**src/hdl/vapb_pkg.sv**
```systemverilog
// Shared widths, register indexes and payload types of the position blend unit.
package vapb_pkg;

   localparam int FRAC_BITS_DEFAULT = 16;

   localparam int POS_W    = 32;
   localparam int DIFF_W   = POS_W + 1;
   localparam int MAG_W    = POS_W;
   localparam int SQ_W     = 2 * MAG_W;
   localparam int RAD_W    = SQ_W + 2;
   localparam int LEN_W    = RAD_W / 2;
   localparam int SQRT_STEPS = 3;
   localparam int BASE_W   = 18;
   localparam int GAIN_W   = 32;
   localparam int WEIGHT_W = 17;

   localparam int CSR_IDX_W  = 1;
   localparam int CSR_DATA_W = 32;
   localparam logic [CSR_IDX_W-1:0] CSR_BASE_ALPHA    = 1'b0;
   localparam logic [CSR_IDX_W-1:0] CSR_VELOCITY_GAIN = 1'b1;

   typedef logic signed [POS_W-1:0]  pos_type;
   typedef logic signed [DIFF_W-1:0] diff_type;

   typedef struct packed {
      pos_type cur_x;
      pos_type cur_y;
      pos_type cur_z;
      pos_type old_x;
      pos_type old_y;
      pos_type old_z;
      logic    frame_end_in;
   } req_payload_type;

   typedef struct packed {
      pos_type               blend_x;
      pos_type               blend_y;
      pos_type               blend_z;
      logic [WEIGHT_W-1:0]   weight;
      logic                  frame_end_out;
   } rsp_payload_type;

   // values that ride along with an entity while its length is worked out
   typedef struct packed {
      pos_type  [2:0] cur;
      diff_type [2:0] d;
      logic           frame_end;
   } side_type;

endpackage

```
**src/hdl/vapb_isqrt.sv**
```systemverilog
// Pipelined restoring integer square root, a few root digits per stage.
module vapb_isqrt #(
   parameter int RAD_W  = vapb_pkg::RAD_W,
   parameter int STEPS  = vapb_pkg::SQRT_STEPS,
   parameter int SIDE_W = 1
) (
   input  logic                 clock,
   input  logic                 reset,
   input  logic                 advance,
   input  logic                 in_valid,
   input  logic [RAD_W-1:0]     in_rad,
   input  logic [SIDE_W-1:0]    in_side,
   output logic                 out_valid,
   output logic [RAD_W/2-1:0]   out_root,
   output logic [SIDE_W-1:0]    out_side
);
   import vapb_pkg::*;

   localparam int ROOT_W = RAD_W / 2;
   localparam int NSTAGE = ROOT_W / STEPS;
   localparam int REM_W  = ROOT_W + 3;

   logic [NSTAGE-1:0]  vld_ff;
   logic [RAD_W-1:0]   rad_ff  [NSTAGE];
   logic [ROOT_W-1:0]  root_ff [NSTAGE];
   logic [REM_W-1:0]   rem_ff  [NSTAGE];
   logic [SIDE_W-1:0]  side_ff [NSTAGE];

   for (genvar s = 0; s < NSTAGE; s++) begin : g_stage
      logic               prv_vld;
      logic [RAD_W-1:0]   prv_rad;
      logic [ROOT_W-1:0]  prv_root;
      logic [REM_W-1:0]   prv_rem;
      logic [SIDE_W-1:0]  prv_side;
      logic [RAD_W-1:0]   rad_in;
      logic [ROOT_W-1:0]  root_in;
      logic [REM_W-1:0]   rem_in;

      if (s == 0) begin : g_first
         assign prv_vld  = in_valid;
         assign prv_rad  = in_rad;
         assign prv_root = '0;
         assign prv_rem  = '0;
         assign prv_side = in_side;
      end else begin : g_next
         assign prv_vld  = vld_ff[s-1];
         assign prv_rad  = rad_ff[s-1];
         assign prv_root = root_ff[s-1];
         assign prv_rem  = rem_ff[s-1];
         assign prv_side = side_ff[s-1];
      end

      always_comb begin
         logic [REM_W-1:0] trial;
         rad_in  = prv_rad;
         root_in = prv_root;
         rem_in  = prv_rem;
         for (int j = 0; j < STEPS; j++) begin
            // bring down the next pair of radicand bits
            rem_in = {rem_in[REM_W-3:0], rad_in[RAD_W-1 -: 2]};
            rad_in = rad_in << 2;
            trial  = REM_W'({root_in, 2'b01});
            if (rem_in >= trial) begin
               rem_in  = rem_in - trial;
               root_in = {root_in[ROOT_W-2:0], 1'b1};
            end else begin
               root_in = {root_in[ROOT_W-2:0], 1'b0};
            end
         end
      end

      always_ff @(posedge clock) begin
         if (reset) begin
            vld_ff[s] <= 1'b0;
         end else if (advance) begin
            vld_ff[s] <= prv_vld;
         end
         if (advance) begin
            rad_ff[s]  <= rad_in;
            root_ff[s] <= root_in;
            rem_ff[s]  <= rem_in;
            side_ff[s] <= prv_side;
         end
      end
   end

   assign out_valid = vld_ff[NSTAGE-1];
   assign out_root  = root_ff[NSTAGE-1];
   assign out_side  = side_ff[NSTAGE-1];

   a_rem_bound: assert property (@(posedge clock) disable iff (reset)
      vld_ff[NSTAGE-1] |->
         rem_ff[NSTAGE-1] <= {root_ff[NSTAGE-1], 1'b0})
      else $error("square root remainder exceeds twice the root");

   a_hold_on_stall: assert property (@(posedge clock) disable iff (reset)
      !advance |=> $stable(vld_ff))
      else $error("square root stages moved during a stall");

   a_enter: assert property (@(posedge clock) disable iff (reset)
      advance && in_valid |=> vld_ff[0])
      else $error("request lost at square root entry");

endmodule
```
**config.mk**
```make
export PLATFORM = sky130hd
export DESIGN_NAME = vapb_isqrt
export DESIGN_NICKNAME = d
export VERILOG_FILES = /design/src/hdl/vapb_pkg.sv /design/src/hdl/vapb_isqrt.sv
export SDC_FILE = /design/constraint.sdc
export NUM_CORES = 2
export LEC_CHECK = 0
export BUFFER_PORTS_ARGS = -buffer_cell sky130_fd_sc_hd__clkbuf_2
export CORE_MARGIN = 3
export CORE_UTILIZATION = 39
export DETAILED_ROUTE_END_ITERATION = 10
export REMOVE_ABC_BUFFERS = 1
export SLEW_MARGIN = 20
export SYNTH_ARGS = -nofsm -noshare
export SYNTH_HDL_FRONTEND = slang
export SYNTH_SLANG_ARGS = --single-unit
```
**constraint.sdc**
```tcl
create_clock -name clock -period 17.45 [get_ports clock]
set_input_delay 3.49 -clock clock [delete_from_list [all_inputs] [get_ports clock]]
set_output_delay 3.49 -clock clock [all_outputs]
set_load 0.005 [all_outputs]
```
==> qor.txt <==
YS warnings -> 0
Met3 wire length -> 11.1 mm
Number of routed nets with antenna violations -> 0
Area Growth Syn to Fin -> 8.96%
Worst-Skew Late Latency -> 0.75 ns
Power per cell area -> 191 mW/mm^2
Layout Utilization -> 0.428
Initial antenna violation count -> 1
Post-CTS Resized -> 0
Via density -> 5.81
Filler cells -> 18,600
Final cycle utilization of the critical path -> 0.635
Min Clock Period, post-route -> 11.09 ns
Fraction of registers with async set/reset -> 0
Average size of a mapped cell -> 9.05 sq um
Final Hold Viols -> 0
Vias in the first global route -> 58,900
CTS max path bufs -> 3
Setup ws final -> 6.36 ns
Post-Place Cell Area -> 0.0770 sq mm
CP max stage delay -> 0.80 ns
Final GP Congestion -> 0.937
Core ar. -> 0.188 sq mm
WL per Instance -> 20.7 microns
DR WL met2 -> 103 mm
Critical path capture point type -> flip-flop
Post-synthesis cell type with the largest combined area -> edfxtp_1
Final WL -> 223 mm
Final Cell Area -> 0.0806 sq mm
FP Rows -> 159
Clock Pin Slew Worst Setup and Hold Paths -> 0.06 ns
Router iterations before antenna repair -> 8
Clock skew -> 0.0546 ns
IO buf count -> 105
Post-synthesis sequential area ratio -> 0.360
Die Span Y -> 441 microns
Worst vdd ir -> 0.139 mV
I/O pin cnt -> 106
Setup Crit Path Kind -> flip-flop to flip-flop
Slew headroom -> 0.262
CTS Buf Count -> 103
Chip Width -> 441 microns
Post-CTS Hold Fix Bufs -> 0
Synth top area cells -> edfxtp_1 36%, ha_1 10%, xnor2_1 6.2%
Most used cell, CP -> nand2_1
Final setup vio count -> 0
Least-Margin Pin Slew -> 1.10 ns
Unrepaired setup endpoints after global routing -> no
# DRC -> 0
Ys flop type -> edfxtp_1
Max Used Layer -> met4
Gr usage total -> 0.221
Fmax -> 0.0902 GHz
Wl on met1 -> 100 mm
Leak Pwr -> 31.9 nW
H-tree level count -> 3
Post-synth cell types -> 114
Post-CTS Setup Inserts -> 0
Yosys top cell area share -> 0.357
Status -> finished, final reports clean
CTS Sinks -> 890
Min-Delay Path Class -> flip-flop to flip-flop
Pin count of the biggest net entering global routing -> 160
Initial core utilization -> 0.393
Seq cells post-synth -> 890
Post-Synthesis Cells -> 8,166
Worst EP arrival -> 11.55 ns
Startpoint types -> flip-flop
Max-cap violations -> 0
Slowest cell on the critical path -> a221oi_1
DP Worst Slack -> 6.46 ns
Grt total ovfl -> 0
Final Max Tran Viols -> 0
Critical path fanouts, max -> 28
Nets -> 8,850
EDFF count, synth -> 879
Synth cell count leaders -> 879 x edfxtp_1, 730 x a21oi_1, 720 x nor2_1, 683 x nand2_1, 596 x ha_1
Most frequent cell after synthesis -> edfxtp_1
Setup TNS -> 0 ns
CTS Root Cell -> clkbuf_16
Die area -> 0.195 sq mm
Vias post-DR -> 62,500
CTS tree -> done
Initial drt markers -> 5,467
First-pass GRT wire length -> 341 mm
Netlist Area Pre-Place -> 0.0739 sq mm
Post-DP HPWL -> 175 mm
Share of cells above drive strength 1 -> 0.0694
Worst EP required -> 17.91 ns
worst max-delay path, delay by kind of cell, from the launching register on:
kind	cells	cell delay, ns
fa+ha+maj	3	1.21
flops	1	0.43
compound gates	16	4.11
simple gates	12	3.61
xor+xnor	2	0.41
buf+inv	3	1.05
final cells by class:
class	instances	area, sq um	area share
repair buffers	141	851	0.0106
well taps	2495	3120	0.0388
clock buffers	120	2660	0.0331
diodes	3	7.51	0.0000932
clock inverters	72	860	0.0107
inverters	417	1570	0.0195
flip-flops and latches	890	26600	0.330
multi-input cells	6630	44900	0.557
state kept, by name, summed over array words and instances, names as in the netlist:
register and count:
rem_ff 340, root_ff 198, rad_ff 330, g_stage.prv_vld 10, out_valid 1, side_ff 11
through the flow:
step                power (mW)  std cells  hold slack (ns)
floorplan                 10.5       7937            0.400
finish                    15.4      10800            0.394
detailed placement        13.0      10600            0.405
global placement          12.9      10600            0.401
global route              16.6      10800            0.419
CTS                       15.3      10800            0.398
where the power goes:
part	switching, mW	total (mW)	internal (mW)
combinational	5.87	9.76	3.89
clock	0.940	2.25	1.31
sequential	0.338	3.36	3.02
total	7.15	15.4	8.23
routing by layer:
metal  vias up  GRT usage
li1      30500          -
met1     30000      0.299
met2      1761      0.364
met3       339     0.0249
met4         0     0.0783
met5         -          0
placed cells by master, fill, tap and decap left out, types with 88 or more instances in the layout:
cell type / instances
a21o_1: 294
a21oi_1: 729
clkbuf_16: 104
clkbuf_2: 104
edfxtp_1: 879
ha_1: 596
inv_1: 405
mux2_2: 118
nand2_1: 683
nand2b_1: 98
nand3_1: 239
nand4_1: 129
nor2_1: 720
nor2b_1: 88
nor3_1: 201
nor4_1: 99
o21a_1: 93
o21ai_0: 452
xnor2_1: 520
xor2_1: 298
cell families (layout without fill, tap and decap cells):
| logic type | count (synthesis) | in the layout | share of synthesized area |
|---|---|---|---|
| xor gates and xnor gates | 819 | 819 | 0.0971 |
| other | 1 | 8 | 0.0000507 |
| DFF | 890 | 890 | 0.360 |
| buffers and inverters | 650 | 750 | 0.0337 |
| muxes | 162 | 162 | 0.0240 |
| AOI/OAI and AO/OA | 2276 | 2276 | 0.197 |
| adders and majority gates | 596 | 596 | 0.101 |
| and+or+nand+nor | 2772 | 2772 | 0.187 |
worst paths after layout:
kind / startpoint / to / slack, ns / cells past startpoint
hold reg to reg: rad_ff[3][36]$_DFFE_PP_ / rad_ff[4][42]$_DFFE_PP_ / 0.39 / 0
setup reg to reg: root_ff[4][14]$_DFFE_PP_ / rem_ff[5][27]$_DFFE_PP_ / 6.36 / 36
hold / removal: rad_ff[3][36]$_DFFE_PP_ / rad_ff[4][42]$_DFFE_PP_ / 0.39 / 0
setup / recovery: root_ff[4][14]$_DFFE_PP_ / rem_ff[5][27]$_DFFE_PP_ / 6.36 / 36
Note: power is estimated with default switching activity, not from simulation.
